==> src/tcba_pkg.sv <==
// Shared types and constants for the two-channel block averager.
// No dependencies.
package tcba_pkg;

  localparam int IN_W  = 12;  // converter word field width
  localparam int TAG_W = 4;   // channel tag / channel id width
  localparam int OUT_W = 12;  // average field width
  localparam int CFG_W = 4;   // widest config register
  localparam int IDX_W = 1;   // two config registers

  localparam logic [IDX_W-1:0] REG_FIRST_ID  = 1'b0;
  localparam logic [IDX_W-1:0] REG_SECOND_ID = 1'b1;

  localparam logic [TAG_W-1:0] FIRST_ID_RST  = 4'd0;
  localparam logic [TAG_W-1:0] SECOND_ID_RST = 4'd4;

  // controller -> datapath
  typedef struct packed {
    logic accept;  // input side ready
    logic acc;     // word accepted, accumulate it
    logic load;    // snapshot sums into divider, clear window
    logic step;    // one quotient bit
    logic push;    // commit averages to output register
  } tcba_cmd_t;

  // datapath -> controller
  typedef struct packed {
    logic out_free;  // output register empty or being drained
  } tcba_status_t;

endpackage

==> src/tcba_in_if.sv <==
// Input word channel: converter sample, channel tag, window end mark.
// Depends on tcba_pkg.
interface tcba_in_if;
  logic                          valid;
  logic                          ready;
  logic [tcba_pkg::IN_W-1:0]     sample_value;
  logic [tcba_pkg::TAG_W-1:0]    channel_tag;
  logic                          window_last;

  modport source (output valid, sample_value, channel_tag, window_last, input ready);
  modport sink   (input valid, sample_value, channel_tag, window_last, output ready);
endinterface

==> src/tcba_out_if.sv <==
// Result word channel: both channel averages and the window fault flag.
// Depends on tcba_pkg.
interface tcba_out_if;
  logic                          valid;
  logic                          ready;
  logic [tcba_pkg::OUT_W-1:0]    first_average;
  logic [tcba_pkg::OUT_W-1:0]    second_average;
  logic                          window_fault;

  modport source (output valid, first_average, second_average, window_fault, input ready);
  modport sink   (input valid, first_average, second_average, window_fault, output ready);
endinterface

==> src/tcba_ctrl.sv <==
// Sequencing controller: accumulate, load, divide, push.
// Depends on tcba_pkg.
module tcba_ctrl #(
  parameter int SUM_W = 18
) (
  input  logic                   clk,
  input  logic                   rst,
  input  logic                   in_valid,
  input  logic                   in_last,
  input  tcba_pkg::tcba_status_t status,
  output tcba_pkg::tcba_cmd_t    cmd
);
  import tcba_pkg::*;

  localparam int STEP_W = (SUM_W > 1) ? $clog2(SUM_W) : 1;

  localparam logic [1:0] S_ACC  = 2'd0;
  localparam logic [1:0] S_LOAD = 2'd1;
  localparam logic [1:0] S_DIV  = 2'd2;
  localparam logic [1:0] S_PUSH = 2'd3;

  logic [1:0]        state, state_next;
  logic [STEP_W-1:0] step_cnt, step_cnt_next;

  always_comb begin
    state_next    = state;
    step_cnt_next = step_cnt;
    cmd           = '0;
    case (state)
      S_ACC: begin
        cmd.accept = 1'b1;
        cmd.acc    = in_valid;
        if (in_valid && in_last) begin
          state_next = S_LOAD;
        end
      end
      S_LOAD: begin
        cmd.load      = 1'b1;
        step_cnt_next = STEP_W'(SUM_W - 1);
        state_next    = S_DIV;
      end
      S_DIV: begin
        cmd.step      = 1'b1;
        step_cnt_next = step_cnt - 1'b1;
        if (step_cnt == '0) begin
          state_next = S_PUSH;
        end
      end
      S_PUSH: begin
        if (status.out_free) begin
          cmd.push   = 1'b1;
          state_next = S_ACC;
        end
      end
      default: begin
        state_next = S_ACC;
      end
    endcase
  end

  always_ff @(posedge clk) begin
    if (rst) begin
      state    <= S_ACC;
      step_cnt <= '0;
    end else begin
      state    <= state_next;
      step_cnt <= step_cnt_next;
    end
  end

endmodule

==> src/tcba_datapath.sv <==
// Datapath: channel id registers, per-channel sum/count accumulators,
// two-lane restoring divider, stored averages and result register.
// Depends on tcba_pkg.
module tcba_datapath #(
  parameter int MAX_WINDOW  = 64,
  parameter int EFF_BITS    = 12,
  parameter int CNT_W       = 7,
  parameter int SUM_W       = 19
) (
  input  logic                       clk,
  input  logic                       rst,
  input  logic                       cfg_we,
  input  logic [tcba_pkg::IDX_W-1:0] cfg_index,
  input  logic [tcba_pkg::CFG_W-1:0] cfg_data,
  input  logic [tcba_pkg::IN_W-1:0]  sample_value,
  input  logic [tcba_pkg::TAG_W-1:0] channel_tag,
  input  tcba_pkg::tcba_cmd_t        cmd,
  output tcba_pkg::tcba_status_t     status,
  input  logic                       out_ready,
  output logic                       out_valid,
  output logic [tcba_pkg::OUT_W-1:0] first_average,
  output logic [tcba_pkg::OUT_W-1:0] second_average,
  output logic                       window_fault
);
  import tcba_pkg::*;

  localparam logic [CNT_W-1:0] CNT_MAX = CNT_W'(MAX_WINDOW);

  logic [TAG_W-1:0] first_id, second_id;
  logic [SUM_W-1:0] first_sum, second_sum;
  logic [CNT_W-1:0] first_count, second_count;
  logic             fault_seen;

  // divider lanes: dividend shifts out, quotient shifts in
  logic [SUM_W-1:0] first_q, second_q;
  logic [CNT_W-1:0] first_dvs, second_dvs;
  logic [CNT_W-1:0] first_rem, second_rem;
  logic             first_empty, second_empty;
  logic             fault_cap;

  logic [OUT_W-1:0] first_mean, second_mean;
  logic             fault_out;
  logic             out_full;

  logic [SUM_W-1:0] sample_ext;
  logic             hit_first, hit_second;
  logic [CNT_W:0]   first_sh, second_sh;
  logic             first_bit, second_bit;

  assign sample_ext = SUM_W'(sample_value[EFF_BITS-1:0]);
  assign hit_first  = (channel_tag == first_id);
  assign hit_second = (channel_tag == second_id);

  assign first_sh   = {first_rem, first_q[SUM_W-1]};
  assign second_sh  = {second_rem, second_q[SUM_W-1]};
  assign first_bit  = (first_sh >= {1'b0, first_dvs});
  assign second_bit = (second_sh >= {1'b0, second_dvs});

  assign status.out_free = !out_full || out_ready;

  // config registers
  always_ff @(posedge clk) begin
    if (rst) begin
      first_id  <= FIRST_ID_RST;
      second_id <= SECOND_ID_RST;
    end else if (cfg_we) begin
      case (cfg_index)
        REG_FIRST_ID:  first_id  <= cfg_data[TAG_W-1:0];
        REG_SECOND_ID: second_id <= cfg_data[TAG_W-1:0];
        default: ;
      endcase
    end
  end

  // window accumulators
  always_ff @(posedge clk) begin
    if (rst || cmd.load) begin
      first_sum    <= '0;
      second_sum   <= '0;
      first_count  <= '0;
      second_count <= '0;
      fault_seen   <= 1'b0;
    end else if (cmd.acc) begin
      if (hit_first && first_count < CNT_MAX) begin
        first_sum   <= first_sum + sample_ext;
        first_count <= first_count + 1'b1;
      end
      if (hit_second && second_count < CNT_MAX) begin
        second_sum   <= second_sum + sample_ext;
        second_count <= second_count + 1'b1;
      end
      if (!hit_first && !hit_second) begin
        fault_seen <= 1'b1;
      end
    end
  end

  // divider, one quotient bit per lane per cycle
  always_ff @(posedge clk) begin
    if (cmd.load) begin
      first_q      <= first_sum;
      second_q     <= second_sum;
      first_dvs    <= first_count;
      second_dvs   <= second_count;
      first_rem    <= '0;
      second_rem   <= '0;
      first_empty  <= (first_count == '0);
      second_empty <= (second_count == '0);
      fault_cap    <= fault_seen;
    end else if (cmd.step) begin
      first_q    <= {first_q[SUM_W-2:0], first_bit};
      second_q   <= {second_q[SUM_W-2:0], second_bit};
      first_rem  <= first_bit ? CNT_W'(first_sh - {1'b0, first_dvs}) : first_sh[CNT_W-1:0];
      second_rem <= second_bit ? CNT_W'(second_sh - {1'b0, second_dvs})
                               : second_sh[CNT_W-1:0];
    end
  end

  // stored averages double as the result payload
  always_ff @(posedge clk) begin
    if (rst) begin
      first_mean  <= '0;
      second_mean <= '0;
      fault_out   <= 1'b0;
      out_full    <= 1'b0;
    end else if (cmd.push) begin
      if (!first_empty) begin
        first_mean <= OUT_W'(first_q);
      end
      if (!second_empty) begin
        second_mean <= OUT_W'(second_q);
      end
      fault_out <= fault_cap;
      out_full  <= 1'b1;
    end else if (out_ready) begin
      out_full <= 1'b0;
    end
  end

  assign out_valid      = out_full;
  assign first_average  = first_mean;
  assign second_average = second_mean;
  assign window_fault   = fault_out;

endmodule

==> src/two_channel_block_averager.sv <==
// Top level of the two-channel block averager.
// Depends on tcba_pkg, tcba_in_if, tcba_out_if, tcba_ctrl, tcba_datapath.
//
// Takes one converter word per cycle while a window is open, summing and
// counting samples whose tag matches first_channel_id or second_channel_id
// (cfg index 0 and 1; a tag matching both feeds both). A tag matching
// neither sets the window fault. Per channel, at most MAX_WINDOW samples
// count per window; later ones are dropped silently. When the word marked
// window_last is accepted, the input stalls while both channel sums are
// divided by their counts in a two-lane restoring divider, one quotient bit
// per cycle: window close runs a load state, the divide steps and a push
// state that waits while the previous result has not been taken. A channel
// with no samples keeps its previous average; averages reset to zero. The
// result sits in an output register, so the next window runs while the
// result waits.
// Only the low min(SAMPLE_BITS, 12) bits of sample_value are used.
module two_channel_block_averager #(
  parameter int MAX_WINDOW  = 64,
  parameter int SAMPLE_BITS = 12
) (
  input  logic                       clk,
  input  logic                       rst,
  input  logic                       cfg_we,
  input  logic [tcba_pkg::IDX_W-1:0] cfg_index,
  input  logic [tcba_pkg::CFG_W-1:0] cfg_data,
  tcba_in_if.sink                    in_word,
  tcba_out_if.source                 out_word
);
  import tcba_pkg::*;

  // effective sample width: the input field carries 12 bits at most
  localparam int EFF_BITS = (SAMPLE_BITS < IN_W) ? SAMPLE_BITS : IN_W;
  // count must hold MAX_WINDOW itself
  localparam int CNT_W    = $clog2(MAX_WINDOW + 1);
  // sum of MAX_WINDOW samples of EFF_BITS bits
  localparam int SUM_W    = EFF_BITS + CNT_W;

  tcba_cmd_t    cmd;
  tcba_status_t status;

  assign in_word.ready = cmd.accept;

  tcba_ctrl #(
    .SUM_W (SUM_W)
  ) u_ctrl (
    .clk      (clk),
    .rst      (rst),
    .in_valid (in_word.valid),
    .in_last  (in_word.window_last),
    .status   (status),
    .cmd      (cmd)
  );

  tcba_datapath #(
    .MAX_WINDOW  (MAX_WINDOW),
    .EFF_BITS    (EFF_BITS),
    .CNT_W       (CNT_W),
    .SUM_W       (SUM_W)
  ) u_dp (
    .clk            (clk),
    .rst            (rst),
    .cfg_we         (cfg_we),
    .cfg_index      (cfg_index),
    .cfg_data       (cfg_data),
    .sample_value   (in_word.sample_value),
    .channel_tag    (in_word.channel_tag),
    .cmd            (cmd),
    .status         (status),
    .out_ready      (out_word.ready),
    .out_valid      (out_word.valid),
    .first_average  (out_word.first_average),
    .second_average (out_word.second_average),
    .window_fault   (out_word.window_fault)
  );

  // closing word is followed by the divider load
  a_last_loads: assert property (@(posedge clk) disable iff (rst)
    in_word.valid && in_word.ready && in_word.window_last |=> cmd.load)
    else $error("window end not followed by divider load");

  // no word taken while the divider is loaded
  a_load_stalls: assert property (@(posedge clk) disable iff (rst)
    cmd.load |-> !in_word.ready)
    else $error("input accepted during divider load");

  // a push never overwrites an untaken result
  a_push_free: assert property (@(posedge clk) disable iff (rst)
    cmd.push |-> (!out_word.valid || out_word.ready))
    else $error("result overwritten before taken");

  // a push always presents a result next cycle
  a_push_valid: assert property (@(posedge clk) disable iff (rst)
    cmd.push |=> out_word.valid)
    else $error("push did not raise result valid");

endmodule
==> src/flat_wrapper.sv <==
// flat-port wrapper written by rule: the top's interface ports become plain ports
module two_channel_block_averager_flat import tcba_pkg::*;
#(
  parameter int MAX_WINDOW  = 64,
  parameter int SAMPLE_BITS = 12
)
  (clk, rst, cfg_we, cfg_index, cfg_data, in_word_valid, in_word_sample_value, in_word_channel_tag, in_word_window_last, in_word_ready, out_word_valid, out_word_first_average, out_word_second_average, out_word_window_fault, out_word_ready);
  tcba_in_if in_word_i ();
  tcba_out_if out_word_i ();
  input  logic clk;
  input  logic rst;
  input  logic cfg_we;
  input  logic [tcba_pkg::IDX_W-1:0] cfg_index;
  input  logic [tcba_pkg::CFG_W-1:0] cfg_data;
  input wire logic [$bits(in_word_i.valid)-1:0] in_word_valid;
  input wire logic [$bits(in_word_i.sample_value)-1:0] in_word_sample_value;
  input wire logic [$bits(in_word_i.channel_tag)-1:0] in_word_channel_tag;
  input wire logic [$bits(in_word_i.window_last)-1:0] in_word_window_last;
  output wire logic [$bits(in_word_i.ready)-1:0] in_word_ready;
  output wire logic [$bits(out_word_i.valid)-1:0] out_word_valid;
  output wire logic [$bits(out_word_i.first_average)-1:0] out_word_first_average;
  output wire logic [$bits(out_word_i.second_average)-1:0] out_word_second_average;
  output wire logic [$bits(out_word_i.window_fault)-1:0] out_word_window_fault;
  input wire logic [$bits(out_word_i.ready)-1:0] out_word_ready;
  assign in_word_i.valid = in_word_valid;
  assign in_word_i.sample_value = in_word_sample_value;
  assign in_word_i.channel_tag = in_word_channel_tag;
  assign in_word_i.window_last = in_word_window_last;
  assign in_word_ready = in_word_i.ready;
  assign out_word_valid = out_word_i.valid;
  assign out_word_first_average = out_word_i.first_average;
  assign out_word_second_average = out_word_i.second_average;
  assign out_word_window_fault = out_word_i.window_fault;
  assign out_word_i.ready = out_word_ready;
  two_channel_block_averager #(.MAX_WINDOW(MAX_WINDOW), .SAMPLE_BITS(SAMPLE_BITS)) u_core (.clk(clk), .rst(rst), .cfg_we(cfg_we), .cfg_index(cfg_index), .cfg_data(cfg_data), .in_word(in_word_i), .out_word(out_word_i));
endmodule
==> config.mk <==
export PLATFORM = sky130hd
export DESIGN_NAME = two_channel_block_averager_flat
export DESIGN_NICKNAME = d
export VERILOG_FILES = /design/src/tcba_pkg.sv /design/src/tcba_in_if.sv /design/src/tcba_out_if.sv /design/src/tcba_ctrl.sv /design/src/tcba_datapath.sv /design/src/two_channel_block_averager.sv /design/src/flat_wrapper.sv
export SDC_FILE = /design/constraint.sdc
export NUM_CORES = 1
export LEC_CHECK = 0
export BUFFER_PORTS_ARGS = -buffer_cell sky130_fd_sc_hd__buf_2
export CAP_MARGIN = 20
export CORE_MARGIN = 2
export CORE_UTILIZATION = 56
export CTS_BUF_LIST = sky130_fd_sc_hd__clkbuf_4
export DETAILED_ROUTE_END_ITERATION = 7
export PLACE_DENSITY_LB_ADDON = 0.12
export SYNTH_ARGS = -nofsm -noshare
export SYNTH_HDL_FRONTEND = slang
export SYNTH_SLANG_ARGS = --single-unit
==> constraint.sdc <==
create_clock -name clk -period 2.78 [get_ports clk]
set_input_delay 0.278 -clock clk [delete_from_list [all_inputs] [get_ports clk]]
set_output_delay 0.278 -clock clk [all_outputs]
set_load 0.005 [all_outputs]
==> flow_summary.json, run 1 <==
{
  "hold_class": "in2reg",
  "ys_seq_elements": 163,
  "final.setup.tns_ns": 0,
  "synthFlopType": "dfxtp_1",
  "io_buffers": 53,
  "period_needed_ns": 2.49,
  "required_ns": 3.26,
  "tightestPinTransition_ns": 0.944,
  "die_height_um": 125,
  "path_common_cell": "inv_1",
  "fin_crit_sh_pct": 89.7,
  "die_area_um2": 15700,
  "grt_max_degree": 66,
  "yosys_warnings": 0,
  "cp.arrival_ns": 2.97,
  "syn_area_um2": 8260,
  "cts_root_buf": "clkbuf_4",
  "async_reset_ff_share_pct": 0,
  "via_per_inst": 5.72,
  "grt_overflow": 0,
  "drt-total-wl_mm": 17.5,
  "slowest_delay_ns": 0.43,
  "clkLatencyLatePin_ns": 0.58,
  "crit_chain": "inv_1 > ha_1 > inv_1 > fa_1 > a211oi_2 > o21ai_0 > a21oi_1 > buf_4 > nand2_1 > a311oi_1",
  "ant_nets": 0,
  "drc_errors": 2,
  "drive_gt1_share_pct": 16.9,
  "first_global_vias": 6082,
  "fmax_mhz": 401,
  "synth.distinct_cells": 62,
  "die_w_um": 125,
  "crit_type": "reg2reg",
  "cp-end-kind": "flip-flop",
  "slew_headroom_pct": 37.1,
  "cap_violations": 0,
  "synth_edf_count": 55,
  "wl_per_cell_um": 16.1,
  "cpMaxStageDelayCell": "fa_1",
  "fin_cells": 1087,
  "dr.first_iter.drc_count": 405,
  "fin_skew_ns": 0.0206,
  "maxSlewViolCount": 0,
  "final_nets": 969,
  "holdWs_ns": 0.0620,
  "netlist_instances": 827,
  "dp_cells": 1045,
  "outcome": "finished, violations left",
  "cts.sinks": 163,
  "start_util_pct": 57.0,
  "rsz0062_at_grt": "no",
  "track_usage_pct": 22.7,
  "path_clk_slew_ns": 0.13,
  "p_leak_nw": 3.60,
  "numCtsBuffers": 17,
  "n_fill_cell": 1201,
  "hold_viol": 0,
  "drt_first_pass_iters": 7,
  "finalWorstSetupSlack_ns": 0.287,
  "core_um2": 14500,
  "syn2layout_area_growth_pct": 10.8,
  "hpwlAfterDp_mm": 12.3,
  "failed_checks": "DRC",
  "yosysSeqAreaShare_pct": 46.2,
  "dr_total_vias": 6215,
  "grt_pass1_wl_mm": 29.1,
  "crit_path_start_kind": "flip-flop",
  "finalSetupViolCount": 0,
  "power_density_nw_per_um2": 854,
  "gp_congestion": 0.875,
  "antenna_found_initial": 0,
  "crit_fanout": 6,
  "vdd_drop_max_uv": 505,
  "rows": 44,
  "cts_max_level": 4,
  "cts_tree": "built",
  "syn_avg_cell_area_um2": 9.99,
  "finalPower_mw": 7.81,
  "antennaDiodeCount": 0,
  "synth.net_count": 906,
  "clockBufferDepth": 2,
  "dp_slack_ns": 0.208,
  "io_pins": 54
}
[per-layer routing]
metal	global-route usage [%]	vias up	part of all wire (%)
met4	6.41	0	1.4
met1	29.4	2955	46
li1	-	3112	-
met2	38.8	126	48
met3	4.66	22	4.3
met5	0	-	0
[logic make-up after synthesis]
kind of cell / Yosys count / share of synthesized area, %
AO/OA/AOI/OAI: 159 / 12.6
XOR/XNOR: 38 / 4.03
adder cells (fa/ha/maj): 52 / 8.24
buffers and inverters: 68 / 3.36
flip-flops: 163 / 46.2
multiplexers: 82 / 10.5
AND/OR/NAND/NOR: 265 / 15.1
[critical path: cells and delay by family, from the launching register on]
family,cells,cell delay [ns]
simple gates,1,0.05
buf+inv,3,0.32
flops,1,0.41
fa+ha+maj,2,0.59
compound gates,4,1.01
[worst paths after layout]
check | from | slack, ns | cells past startpoint | endpoint
setup / recovery | u_core.u_dp.second_q[18]$_DFFE_PP_ | 0.29 | 10 | u_core.u_dp.second_rem[5]$_SDFFE_PP0P_
hold / removal | in_word_valid | 0.06 | 3 | u_core.u_dp.fault_seen$_SDFFE_PP0P_
setup reg to reg | u_core.u_dp.second_q[18]$_DFFE_PP_ | 0.29 | 10 | u_core.u_dp.second_rem[5]$_SDFFE_PP0P_
hold reg to reg | u_core.u_dp.fault_seen$_SDFFE_PP0P_ | 0.46 | 0 | u_core.u_dp.fault_cap$_DFFE_PP_
[power breakdown]
part / internal, mW / total, mW / switching (mW)
registers: 3.22 / 3.47 / 0.245
clock network: 0.633 / 1.49 / 0.857
logic: 1.20 / 2.85 / 1.65
total: 5.05 / 7.81 / 2.75
[state kept, by name, summed over array words and instances (netlist names)]
name,cells
u_core.u_ctrl.state,2
u_core.u_ctrl.step_cnt,5
u_core.u_dp.fault_cap,1
u_core.u_dp.fault_seen,1
u_core.u_dp.first_average,12
u_core.u_dp.first_count,7
u_core.u_dp.first_dvs,7
u_core.u_dp.first_empty,1
u_core.u_dp.first_id,4
u_core.u_dp.first_q,19
u_core.u_dp.first_rem,7
u_core.u_dp.first_sum,19
u_core.u_dp.out_valid,1
u_core.u_dp.second_average,12
u_core.u_dp.second_count,7
u_core.u_dp.second_dvs,7
u_core.u_dp.second_empty,1
u_core.u_dp.second_id,4
u_core.u_dp.second_q,19
u_core.u_dp.second_rem,7
u_core.u_dp.second_sum,19
u_core.u_dp.window_fault,1
[cell usage in the layout (no fill, tap or decap), types with 10 or more instances in the layout]
cell           synthesis  layout
dfxtp_1              108     108
nor2_1               101     101
nand2_1               76      76
edfxtp_1              55      55
buf_2                  7      53
a21oi_1               49      49
ha_1                  48      46
mux2i_1               45      45
mux2_2                37      37
inv_1                 35      35
o21ai_0               23      23
xnor2_1               22      22
clkbuf_4               0      17
xor2_1                16      16
nand3_1               14      14
buf_4                  1      13
or3_1                 12      12
nand4_1               12      12
a211oi_1              14      12
nand2b_1              10      10
dlygate4sd3_1          0      10
[Yosys cell counts, drive strengths merged, types with 12 or more instances]
cell type | n | area share [%]
a211oi | 14 | 1.3
a21oi | 49 | 3.0
clkbuf | 22 | 1.1
dfxtp | 108 | 26
edfxtp | 55 | 20
ha | 48 | 7.3
inv | 35 | 1.6
mux2 | 37 | 5.0
mux2i | 45 | 5.5
nand2 | 76 | 3.5
nand3 | 14 | 0.85
nand4 | 12 | 0.91
nor2 | 101 | 4.6
o21ai | 25 | 1.6
or3 | 13 | 1.0
xnor2 | 22 | 2.3
xor2 | 16 | 1.7
[per-stage QoR]
stage	util, %	cell area, um^2
2_1_floorplan	-	8260
3_3_place_gp	60.3	8730
3_5_place_dp	60.3	8730
4_1_cts	63.1	9140
5_1_grt	63.2	9150
6_report	63.2	9150
[final cells by class]
cell class,count,area [um^2],area share (%)
clock buffers,17,128,1.40
clock inverters,15,179,1.96
inverters,35,131,1.44
multi-input cells,596,4180,45.7
flip-flops and latches,163,3810,41.7
well taps,184,230,2.52
repair buffers,77,483,5.28
[repair_timing]
item                                   in CTS  in global routing
setup buffers                               0                  0
endpoints found under the hold margin       9                  0
setup endpoints to repair                   0                 10
hold buffers                               10                  0
gates resized for setup                     0                  2
No activity file was read; power rests on OpenSTA's default activity.
==> run 2, diff against run 1 <==
SETUP_SLACK_MARGIN = 0.4   (was unset)
==> flow_summary.json, run 2 (synthesis gave the netlist of run 1 again) <==
{
  "cts.sinks": 163,
  "drc_errors": 0,
  "via_per_inst": 5.75,
  "fmax_mhz": 425,
  "maxSlewViolCount": 0,
  "crit_path_start_kind": "flip-flop",
  "die_area_um2": 15700,
  "rr_worst_depth": 11,
  "syn2layout_area_growth_pct": 12.5,
  "cap_violations": 0,
  "cts_max_level": 4,
  "io_pins": 54,
  "wl_per_cell_um": 16.3,
  "vdd_drop_max_uv": 506,
  "drt-total-wl_mm": 17.8,
  "track_usage_pct": 22.9,
  "grt_overflow": 0,
  "path_clk_slew_ns": 0.13,
  "hold_class": "in2reg",
  "cp-end-kind": "flip-flop",
  "core_um2": 14500,
  "final_nets": 978,
  "fin_crit_sh_pct": 84.7,
  "clockBufferDepth": 2,
  "crit_type": "reg2reg",
  "drive_gt1_share_pct": 19.3,
  "grt_pass1_wl_mm": 29.2,
  "fin_skew_ns": 0.0224,
  "outcome": "finished clean",
  "first_global_vias": 6117,
  "final_common_cell": "dfxtp_1",
  "cts_root_buf": "clkbuf_4",
  "finalSetupViolCount": 0,
  "dr_total_vias": 6304,
  "die_w_um": 125,
  "final.setup.tns_ns": 0,
  "slew_headroom_pct": 37.2,
  "die_height_um": 125,
  "crit_fanout": 3,
  "min_path_cells": 3,
  "drt_first_pass_iters": 6,
  "start_util_pct": 57.0,
  "period_needed_ns": 2.35,
  "hpwlAfterDp_mm": 12.3,
  "required_ns": 3.20,
  "tightestPinTransition_ns": 0.941,
  "final_cell_mix": "108 x dfxtp_1, 100 x nor2_1, 76 x nand2_1",
  "timing.reg2reg.setup_slack_ns": 0.43,
  "grt_max_degree": 66,
  "numCtsBuffers": 17,
  "rsz0062_at_grt": "yes",
  "antennaDiodeCount": 0,
  "hold_viol": 0,
  "rows": 44,
  "p_leak_nw": 3.64,
  "ant_nets": 0,
  "antenna_found_initial": 0,
  "io_buffers": 53,
  "cts_tree": "built",
  "power_density_nw_per_um2": 865,
  "dr.first_iter.drc_count": 393,
  "finalPower_mw": 8.03,
  "gp_congestion": 0.875,
  "cp.arrival_ns": 2.77,
  "clkLatencyLatePin_ns": 0.57
}
run 2: where the power goes:
part           internal, mW  total (mW)  switching (mW)
logic                  1.33        3.07            1.74
clock network         0.633        1.49           0.858
registers              3.22        3.47           0.248
total                  5.18        8.03            2.85
run 2: path summary, 6_finish.rpt:
| kind | start | end |
|---|---|---|
| hold / removal | in_word_valid | u_core.u_dp.fault_seen$_SDFFE_PP0P_ |
| setup reg to reg | u_core.u_dp.first_q[18]$_DFFE_PP_ | u_core.u_dp.first_rem[6]$_SDFFE_PP0P_ |
| setup / recovery | u_core.u_dp.first_q[18]$_DFFE_PP_ | u_core.u_dp.first_rem[6]$_SDFFE_PP0P_ |
| hold reg to reg | u_core.u_dp.fault_seen$_SDFFE_PP0P_ | u_core.u_dp.fault_cap$_DFFE_PP_ |
run 2: cell type report:
class / instances / area (um^2)
Timing Repair Buffer: 86 / 548
Multi-Input combinational cell: 596 / 4260
Tap cell: 184 / 230
Fill cell: 1180 / 5190
Clock inverter: 15 / 179
Sequential cell: 163 / 3810
Inverter: 35 / 131
Clock buffer: 17 / 128
run 2: per-stage QoR:
stage / worst slack, ns / std cells / utilization (%) / hold WS, ns / cell area (um^2)
global route: 0.325 / 1096 / 64.2 / 0.0599 / 9290
detailed placement: 0.208 / 1045 / 60.3 / 0.421 / 8730
CTS: 0.418 / 1091 / 63.5 / 0.0379 / 9190
floorplan: 0.490 / 827 / - / 0.409 / 8260
global placement: 0.367 / 1045 / 60.3 / 0.427 / 8730
finish: 0.426 / 1096 / 64.2 / 0.0660 / 9290
run 2: what timing repair did:
action	4_1_cts	5_1_grt
resized for setup	10	13
endpoints found under the setup margin	16	25
buffers inserted	3	5
pin swaps	4	9
hold buffers	10	0
cloned	1	0
endpoints found under the hold margin	9	0
run 2: routing by layer:
metal / global-route usage, % / share of wire (%) / up-vias
met5: 0 / 0 / -
met4: 6.54 / 1.2 / 0
met3: 4.71 / 4.5 / 19
met2: 39.1 / 49 / 142
met1: 29.4 / 46 / 3004
li1: - / - / 3139
run 2: worst max-delay path, stage by stage, from the launching register on:
cell,delay [ns]
edfxtp_1,0.41
inv_1,0.07
ha_1,0.16
inv_1,0.05
fa_2,0.37
a211oi_2,0.28
buf_4,0.16
o21bai_1,0.09
a2111oi_2,0.33
a21oi_1,0.09
o211ai_1,0.11
a21oi_1,0.09
